--- config.mk ---
export PLATFORM = sky130hd
export DESIGN_NAME = multicart_menu_bank_latch
export DESIGN_NICKNAME = d
export VERILOG_FILES = /design/src/rtl/mmbl_pkg.sv /design/src/rtl/mmbl_in_reg.sv /design/src/rtl/mmbl_engine.sv /design/src/rtl/multicart_menu_bank_latch.sv
export SDC_FILE = /design/constraint.sdc
export NUM_CORES = 1
export LEC_CHECK = 0
export BUFFER_PORTS_ARGS = -buffer_cell sky130_fd_sc_hd__buf_2
export CAP_MARGIN = 20
export CORE_UTILIZATION = 60
export DETAILED_ROUTE_END_ITERATION = 8
export PLACE_DENSITY_LB_ADDON = 0.2
export SKIP_LAST_GASP = 1
export SLEW_MARGIN = 10
export SYNTH_ARGS = -nofsm -noshare
export SYNTH_HDL_FRONTEND = slang
export SYNTH_SLANG_ARGS = --single-unit
--- constraint.sdc ---
create_clock -name clk -period 7.56 [get_ports clk]
set_input_delay 0.756 -clock clk [delete_from_list [all_inputs] [get_ports clk]]
set_output_delay 0.756 -clock clk [all_outputs]
set_load 0.05 [all_outputs]
--- src/rtl/mmbl_pkg.sv ---
// ---------------------------------------------------------------------------
// mmbl_pkg
// Types and constants shared by the multicart menu bank latch.
// ---------------------------------------------------------------------------
package mmbl_pkg;

    // Menu command bytes
    localparam logic [7:0] CMD_ROM_BANK = 8'hAA;
    localparam logic [7:0] CMD_RAM_BANK = 8'hBB;
    localparam logic [7:0] CMD_MODE     = 8'h55;

    // Address regions, by top nibble
    localparam logic [3:0] REGION_CMD = 4'h5;
    localparam logic [3:0] REGION_ACT = 4'h7;
    // 0x2000-0x3FFF, top three bits
    localparam logic [2:0] REGION_BANK_SEL = 3'b001;
    // 0x20-0x3F window for the RAM select, top three bits
    localparam logic [2:0] RAM_SEL_WINDOW = 3'b001;

    // Mode byte bits
    localparam int MODE_BIT_RESET = 7;
    localparam int MODE_BIT_ROM_HI = 3;

    localparam int IN_DATA_W  = 24;
    localparam int OUT_DATA_W = 80;
    localparam int OUT_PAD_W  = 6;

    // Input item; address sits in the low bits of tdata
    typedef struct packed {
        logic [7:0]  data;
        logic [15:0] address;
    } in_item_t;

    // Result item; forward_valid sits in bit 0 of tdata
    typedef struct packed {
        logic [OUT_PAD_W-1:0] pad;
        logic                 reset_request;
        logic                 map_changed;
        logic                 locked;
        logic                 mbc1_mode_on;
        logic [2:0]           rom_size_code;
        logic [17:0]          ram_offset;
        logic [23:0]          rom_offset;
        logic [7:0]           forward_data;
        logic [15:0]          forward_address;
        logic                 forward_valid;
    } result_t;

endpackage

--- src/rtl/mmbl_in_reg.sv ---
// ---------------------------------------------------------------------------
// mmbl_in_reg
// Input register: holds one CPU write until the decode stage takes it.
// ---------------------------------------------------------------------------
module mmbl_in_reg
    import mmbl_pkg::*;
(
    input  logic     clk,
    input  logic     rst_n,
    input  logic     in_valid,
    output logic     in_ready,
    input  in_item_t in_item,
    input  logic     advance,
    output logic     held_valid,
    output in_item_t held_item
);

    logic     valid_reg;
    logic     valid_next;
    in_item_t item_reg;

    // Free slot, or the held item leaves this cycle
    assign in_ready   = !valid_reg || advance;
    assign valid_next = (in_valid && in_ready) || (valid_reg && !advance);

    always_ff @(posedge clk or negedge rst_n)
    begin
        if (!rst_n)
        begin
            valid_reg <= 1'b0;
        end
        else
        begin
            valid_reg <= valid_next;
        end
    end

    // Payload, no reset
    always_ff @(posedge clk)
    begin
        if (in_valid && in_ready)
        begin
            item_reg <= in_item;
        end
    end

    assign held_valid = valid_reg;
    assign held_item  = item_reg;

endmodule

--- src/rtl/mmbl_engine.sv ---
// ---------------------------------------------------------------------------
// mmbl_engine
// Menu state and write decode: latches commands, performs the switch and
// builds the result of the held write. State moves on advance; config can load the size code.
// ---------------------------------------------------------------------------
module mmbl_engine
    import mmbl_pkg::*;
(
    input  logic       clk,
    input  logic       rst_n,
    input  in_item_t   item,
    input  logic       advance,
    input  logic       cfg_wr_en,
    input  logic [2:0] cfg_wr_data,
    output result_t    res
);

    logic [7:0]  cmd_reg,      cmd_next;
    logic [7:0]  rom_sel_reg,  rom_sel_next;
    logic [7:0]  ram_sel_reg,  ram_sel_next;
    logic [7:0]  mode_reg,     mode_next;
    logic        lock_reg,     lock_next;
    logic        mbc1_reg,     mbc1_next;
    logic [23:0] rom_base_reg, rom_base_next;
    logic [17:0] ram_base_reg, ram_base_next;
    logic [2:0]  size_reg,     size_next;
    logic        switched_reg, switched_next;

    logic        fwd;
    logic        changed;
    logic        want_reset;
    logic [15:0] fwd_addr;
    logic [7:0]  fwd_data;

    // Decode the held write and compute the state after it
    always_comb
    begin
        cmd_next      = cmd_reg;
        rom_sel_next  = rom_sel_reg;
        ram_sel_next  = ram_sel_reg;
        mode_next     = mode_reg;
        lock_next     = lock_reg;
        mbc1_next     = mbc1_reg;
        rom_base_next = rom_base_reg;
        ram_base_next = ram_base_reg;
        size_next     = size_reg;
        switched_next = switched_reg;
        fwd           = 1'b1;
        changed       = 1'b0;
        want_reset    = 1'b0;

        if (!lock_reg)
        begin
            if (item.address[15:12] == REGION_CMD)
            begin
                cmd_next = item.data;
                fwd      = 1'b0;
            end
            else if (item.address[15:12] == REGION_ACT)
            begin
                fwd = 1'b0;
                if (cmd_reg == CMD_ROM_BANK)
                begin
                    // no bank yet: latch it; bank already chosen: switch now, stay unlocked
                    if (rom_sel_reg == 8'h00)
                        rom_sel_next = item.data;
                    else
                        changed = 1'b1;
                end
                else if (cmd_reg == CMD_RAM_BANK)
                begin
                    ram_sel_next = item.data;
                end
                else if (cmd_reg == CMD_MODE)
                begin
                    mode_next = item.data;
                    changed   = 1'b1;
                    lock_next = 1'b1;
                end
            end
        end

        // Switch: new offsets and flags, latches cleared
        if (changed)
        begin
            want_reset    = mode_next[MODE_BIT_RESET];
            mbc1_next     = mode_next[6] && mode_next[5];
            size_next     = ~mode_next[2:0];
            rom_base_next = {mode_next[MODE_BIT_ROM_HI], rom_sel_reg, 15'd0};
            if (ram_sel_reg[7:5] == RAM_SEL_WINDOW)
                ram_base_next = {ram_sel_reg[4:0], 13'd0};
            else
                ram_base_next = 18'd0;
            switched_next = 1'b1;
            cmd_next      = 8'h00;
            rom_sel_next  = 8'h00;
            ram_sel_next  = 8'h00;
            mode_next     = 8'h00;
        end
    end

    // Forward path with MBC1-style fold of the bank register range
    always_comb
    begin
        fwd_addr = item.address;
        fwd_data = item.data;
        if (mbc1_next && item.address[15:13] == REGION_BANK_SEL)
        begin
            fwd_addr[12] = 1'b0;
            if (item.data == 8'h00)
                fwd_data = 8'h01;
        end
    end

    always_comb
    begin
        res                 = '0;
        res.forward_valid   = fwd;
        res.forward_address = fwd ? fwd_addr : 16'h0000;
        res.forward_data    = fwd ? fwd_data : 8'h00;
        res.rom_offset      = rom_base_next;
        res.ram_offset      = ram_base_next;
        res.rom_size_code   = size_next;
        res.mbc1_mode_on    = mbc1_next;
        res.locked          = lock_next;
        res.map_changed     = changed;
        res.reset_request   = want_reset;
    end

    // State registers; config only loads the size code before a switch
    always_ff @(posedge clk or negedge rst_n)
    begin
        if (!rst_n)
        begin
            cmd_reg      <= 8'h00;
            rom_sel_reg  <= 8'h00;
            ram_sel_reg  <= 8'h00;
            mode_reg     <= 8'h00;
            lock_reg     <= 1'b0;
            mbc1_reg     <= 1'b0;
            rom_base_reg <= 24'd0;
            ram_base_reg <= 18'd0;
            size_reg     <= 3'd0;
            switched_reg <= 1'b0;
        end
        else if (advance)
        begin
            cmd_reg      <= cmd_next;
            rom_sel_reg  <= rom_sel_next;
            ram_sel_reg  <= ram_sel_next;
            mode_reg     <= mode_next;
            lock_reg     <= lock_next;
            mbc1_reg     <= mbc1_next;
            rom_base_reg <= rom_base_next;
            ram_base_reg <= ram_base_next;
            size_reg     <= size_next;
            switched_reg <= switched_next;
        end
        else if (cfg_wr_en && !switched_reg)
        begin
            size_reg <= cfg_wr_data;
        end
    end

`ifndef SYNTHESIS
    // lock is sticky
    a_lock_sticky: assert property (@(posedge clk) disable iff (!rst_n)
        !$fell(lock_reg))
        else $error("menu lock released");

    // locking always goes through a switch
    a_lock_switched: assert property (@(posedge clk) disable iff (!rst_n)
        lock_reg |-> switched_reg)
        else $error("locked without a switch");
`endif

endmodule

--- src/rtl/multicart_menu_bank_latch.sv ---
// ---------------------------------------------------------------------------
// multicart_menu_bank_latch
// Multicart menu latch: consumes menu writes, switches ROM/RAM base and
// mode on command, forwards other writes to the bank mapper.
//
// Channel   Dir  Bits  Contents (low bit up)
// s_axis    in   24    address[15:0], data[23:16]
// m_axis    out  80    forward_valid, forward_address, forward_data,
//                      rom_offset, ram_offset, rom_size_code, mbc1_mode_on,
//                      locked, map_changed, reset_request, zero pad
// cfg       in   3     initial_rom_size, written on cfg_wr_en before any switch
//
// One write per cycle while m_axis is not stalled; the result passes the
// input register, the decode and the result register.
// Reset clears all menu state; the size code reads 0 until configured.
// A stalled result holds the output; the input register still takes one
// more write, then s_axis_tready drops until the result is taken.
// ---------------------------------------------------------------------------
module multicart_menu_bank_latch
    import mmbl_pkg::*;
(
    input  logic                  clk,
    input  logic                  rst_n,
    input  logic                  s_axis_tvalid,
    output logic                  s_axis_tready,
    input  logic [IN_DATA_W-1:0]  s_axis_tdata,  // address[15:0], data[23:16]
    output logic                  m_axis_tvalid,
    input  logic                  m_axis_tready,
    // forward_valid[0], forward_address[16:1], forward_data[24:17],
    // rom_offset[48:25], ram_offset[66:49], rom_size_code[69:67],
    // mbc1_mode_on[70], locked[71], map_changed[72], reset_request[73]
    output logic [OUT_DATA_W-1:0] m_axis_tdata,
    input  logic                  cfg_wr_en,
    input  logic [2:0]            cfg_wr_data
);

    logic     held_valid;
    in_item_t held_item;
    logic     advance;
    result_t  res;
    result_t  out_reg;
    logic     out_valid_reg;
    logic     out_valid_next;

    // Held write moves on when the result slot is free or draining
    assign advance = held_valid && (!out_valid_reg || m_axis_tready);

    mmbl_in_reg u_in_reg (
        .clk        (clk),
        .rst_n      (rst_n),
        .in_valid   (s_axis_tvalid),
        .in_ready   (s_axis_tready),
        .in_item    (in_item_t'(s_axis_tdata)),
        .advance    (advance),
        .held_valid (held_valid),
        .held_item  (held_item)
    );

    mmbl_engine u_engine (
        .clk         (clk),
        .rst_n       (rst_n),
        .item        (held_item),
        .advance     (advance),
        .cfg_wr_en   (cfg_wr_en),
        .cfg_wr_data (cfg_wr_data),
        .res         (res)
    );

    // Result register
    assign out_valid_next = advance || (out_valid_reg && !m_axis_tready);

    always_ff @(posedge clk or negedge rst_n)
    begin
        if (!rst_n)
        begin
            out_valid_reg <= 1'b0;
        end
        else
        begin
            out_valid_reg <= out_valid_next;
        end
    end

    always_ff @(posedge clk)
    begin
        if (advance)
        begin
            out_reg <= res;
        end
    end

    assign m_axis_tvalid = out_valid_reg;
    assign m_axis_tdata  = out_reg;

`ifndef SYNTHESIS
    // a switching write is consumed, never forwarded
    a_switch_consumed: assert property (@(posedge clk) disable iff (!rst_n)
        (m_axis_tvalid && out_reg.map_changed) |-> !out_reg.forward_valid)
        else $error("switch write forwarded");

    // reset request only comes with a switch
    a_reset_with_switch: assert property (@(posedge clk) disable iff (!rst_n)
        (m_axis_tvalid && out_reg.reset_request) |-> out_reg.map_changed)
        else $error("reset request without switch");

    // input backpressure only when both stages are full and output stalls
    a_backpressure: assert property (@(posedge clk) disable iff (!rst_n)
        !s_axis_tready |-> (held_valid && m_axis_tvalid && !m_axis_tready))
        else $error("input stalled without cause");
`endif

endmodule
==> reports/summary.txt <==
CTS max path bufs -> 2
htree depth -> 4
antenna violations before repair -> 0
FFs w/ async S/R, synth -> 45.3%
sequential area share after synthesis -> 73.0%
number of synthesized flops with an enable pin -> 98
Max FO, Critical Path -> 56
clk slew on worst S/H paths -> 0.06 ns
Pwr Density -> 274 nW/um2
Worst EP arrival -> 2.90 ns
Crit. End Element -> register
Worst Path Required -> 7.74 ns
Peak VDD IR -> 0.000194 V
Num CTS Buffers -> 17
top cells by area, synth -> edfxtp_1 43%, dfrtp_1 30%, and2_1 6.1%, nand2_1 2.2%, a22o_1 2.2%
Synth Flop Type -> edfxtp_1
DP Area -> 7390 um2
Avg WL per Cell -> 16.7 um
Clock Tree Root -> clkbuf_16
DIE AREA -> 11800 um2
post-CTS sizing -> 0
remaining antenna violation count -> 0
Vias/cell -> 5.44
Yosys top cell area share -> 43.3%
CTS Sinks -> 179
Setup Skew -> 0.00652 ns
Iteration-0 DRC Markers -> 254
status -> finished clean
first-pass GRT wire length -> 18.9 mm
Final Hold Vio Count -> 0
Max Slew Vio Count -> 0
most numerous cell in the Yosys netlist -> edfxtp_1
Worst path top cell family by delay -> compound AO/OA/AOI/OAI gates
Post-CTS Setup Inserts -> 0
WHS -> 0.256 ns
post-route DRC violation count -> 0
count of cell types in the netlist -> 40
Pre-antenna DRT Iters -> 4
met3 routed WL -> 759 um
core area -> 10900 um2
gr usage total -> 21.9%
# rows -> 38
worst path bufs/invs -> 0
Via Count -> 3902
CP max stage delay -> 0.77 ns
Max Freq -> 0.367 GHz
Leak -> 3.51 nW
worst skew pair latency -> 0.43 ns
die height -> 108 um
I/O pins -> 114
area leader, netlist -> edfxtp_1
gr ovfl total -> 0
number of global-route vias before repair -> 3753
cell area after layout -> 7990 um2
most instantiated cells after synthesis -> 98 x edfxtp_1, 81 x dfrtp_1, 66 x and2_1, 40 x nand2_1, 21 x nor2b_1
Syn Std Cell Area -> 6800 um2
TritonCTS clock tree -> yes
Initial Utilization -> 62.2%
HP Class -> in2async
cts hold-fix bufs -> 0
P&R area growth vs syn -> 17.5%
PortBufs -> 107
GPL Wtd Cong -> 0.798
pin count of the biggest net entering global routing -> 82
die width -> 108 um
Fin Setup TNS -> 0 ns
hpwl dp -> 7.24 mm
Routed WL -> 12.0 mm
Mean Syn Cell Area -> 15.0 um2
worst-margin pin slew -> 1.07 ns
Max-slew headroom -> 28.8%
yosys synthesis warning count -> 0
met2 WL -> 5.73 mm
CP Cell Sequence -> or4_4 > o2111ai_4 > a21o_2 > mux2_2
antenna fix cells -> 0
Setup Viol. Count Final -> 0
Max Cap Viol -> 0
Post-Syn Instances -> 453
minimum clock period -> 2.73 ns
RSZ-0062 raised after global routing -> false
max FFs per register -> 74
layout cells sized above 1 -> 28.1%
Top Metal Used -> met4
routed length on met1 -> 5.26 mm
CP Launch Type -> register
final period utilization -> 36.1%
Layout Nets -> 596
#FFs+latches synth -> 179
kind of critical path -> reg2reg
CP max-delay cell -> a21o_2
[layout make-up]
cell class	count	area, um2
Tap cell	140	175
Clock buffer	17	425
Timing Repair Buffer	108	566
Fill cell	720	2940
Clock inverter	15	155
Multi-Input combinational cell	253	1680
Sequential cell	179	4970
Inverter	5	18.8
[power breakdown]
part	internal [mW]	switching [mW]
sequential	1.09	0.0322
clock	0.489	0.370
combinational	0.0481	0.161
[worst reg2reg max path, stage by stage (launching register included)]
cell,delay [ns]
dfrtp_1,0.40
or4_4,0.57
o2111ai_4,0.28
a21o_2,0.77
mux2_2,0.45
[metal layers]
metal	GRT usage, %	vias to the layer above
li1	-	1827
met1	29.5	1889
met2	33.3	161
met3	6.87	25
met4	8.88	0
met5	0	-
[path summary, 6_finish.rpt]
check	cells after the start	end	from	slack, ns
max	4	m_axis_tdata[45]$_DFFE_PP_	u_engine.rom_sel_reg[4]$_DFFE_PN0P_	4.83
min	1	u_engine.rom_base_reg[1]$_DFFE_PN0P_	rst_n	0.26
max reg2reg	4	m_axis_tdata[45]$_DFFE_PP_	u_engine.rom_sel_reg[4]$_DFFE_PN0P_	4.83
min reg2reg	1	u_engine.switched_reg$_DFFE_PN0P_	u_engine.switched_reg$_DFFE_PN0P_	0.47
max in group asynchronous	2	u_engine.ram_base_reg[15]$_DFFE_PN0P_	rst_n	6.71
min in group clk	1	u_engine.switched_reg$_DFFE_PN0P_	u_engine.switched_reg$_DFFE_PN0P_	0.47
[metrics by stage]
step	cells	total power, mW	utilization (%)	setup slack, ns
5_1_grt	717	2.25	73.1	4.70
6_report	717	2.19	73.1	4.83
3_5_place_dp	684	1.35	67.5	4.80
3_3_place_gp	684	1.34	67.5	4.92
2_1_floorplan	458	1.29	-	3.96
4_1_cts	716	2.20	72.8	4.83
[cell usage in the layout, fill, tap and decap left out, types with 4 or more instances in the layout]
master,n
buf_2,106
edfxtp_1,98
dfrtp_1,81
and2_1,65
nand2_1,40
nor2b_1,21
a22o_1,17
clkbuf_16,17
o21ai_0,11
nand3_1,10
mux2i_1,9
nand2b_1,9
mux2_2,9
mux2_1,8
nor2_1,7
conb_1,6
inv_1,5
o21ai_1,5
inv_6,4
[cell families after synthesis]
| kind of cell | share of synthesized area (%) |
|---|---|
| multiplexers | 4.14 |
| AND/OR/NAND/NOR | 14.3 |
| AO/OA/AOI/OAI | 5.96 |
| buffers and inverters | 2.52 |
| flip-flops | 73.0 |
| other | 0.0551 |
Power figures use the tool's default switching activity.
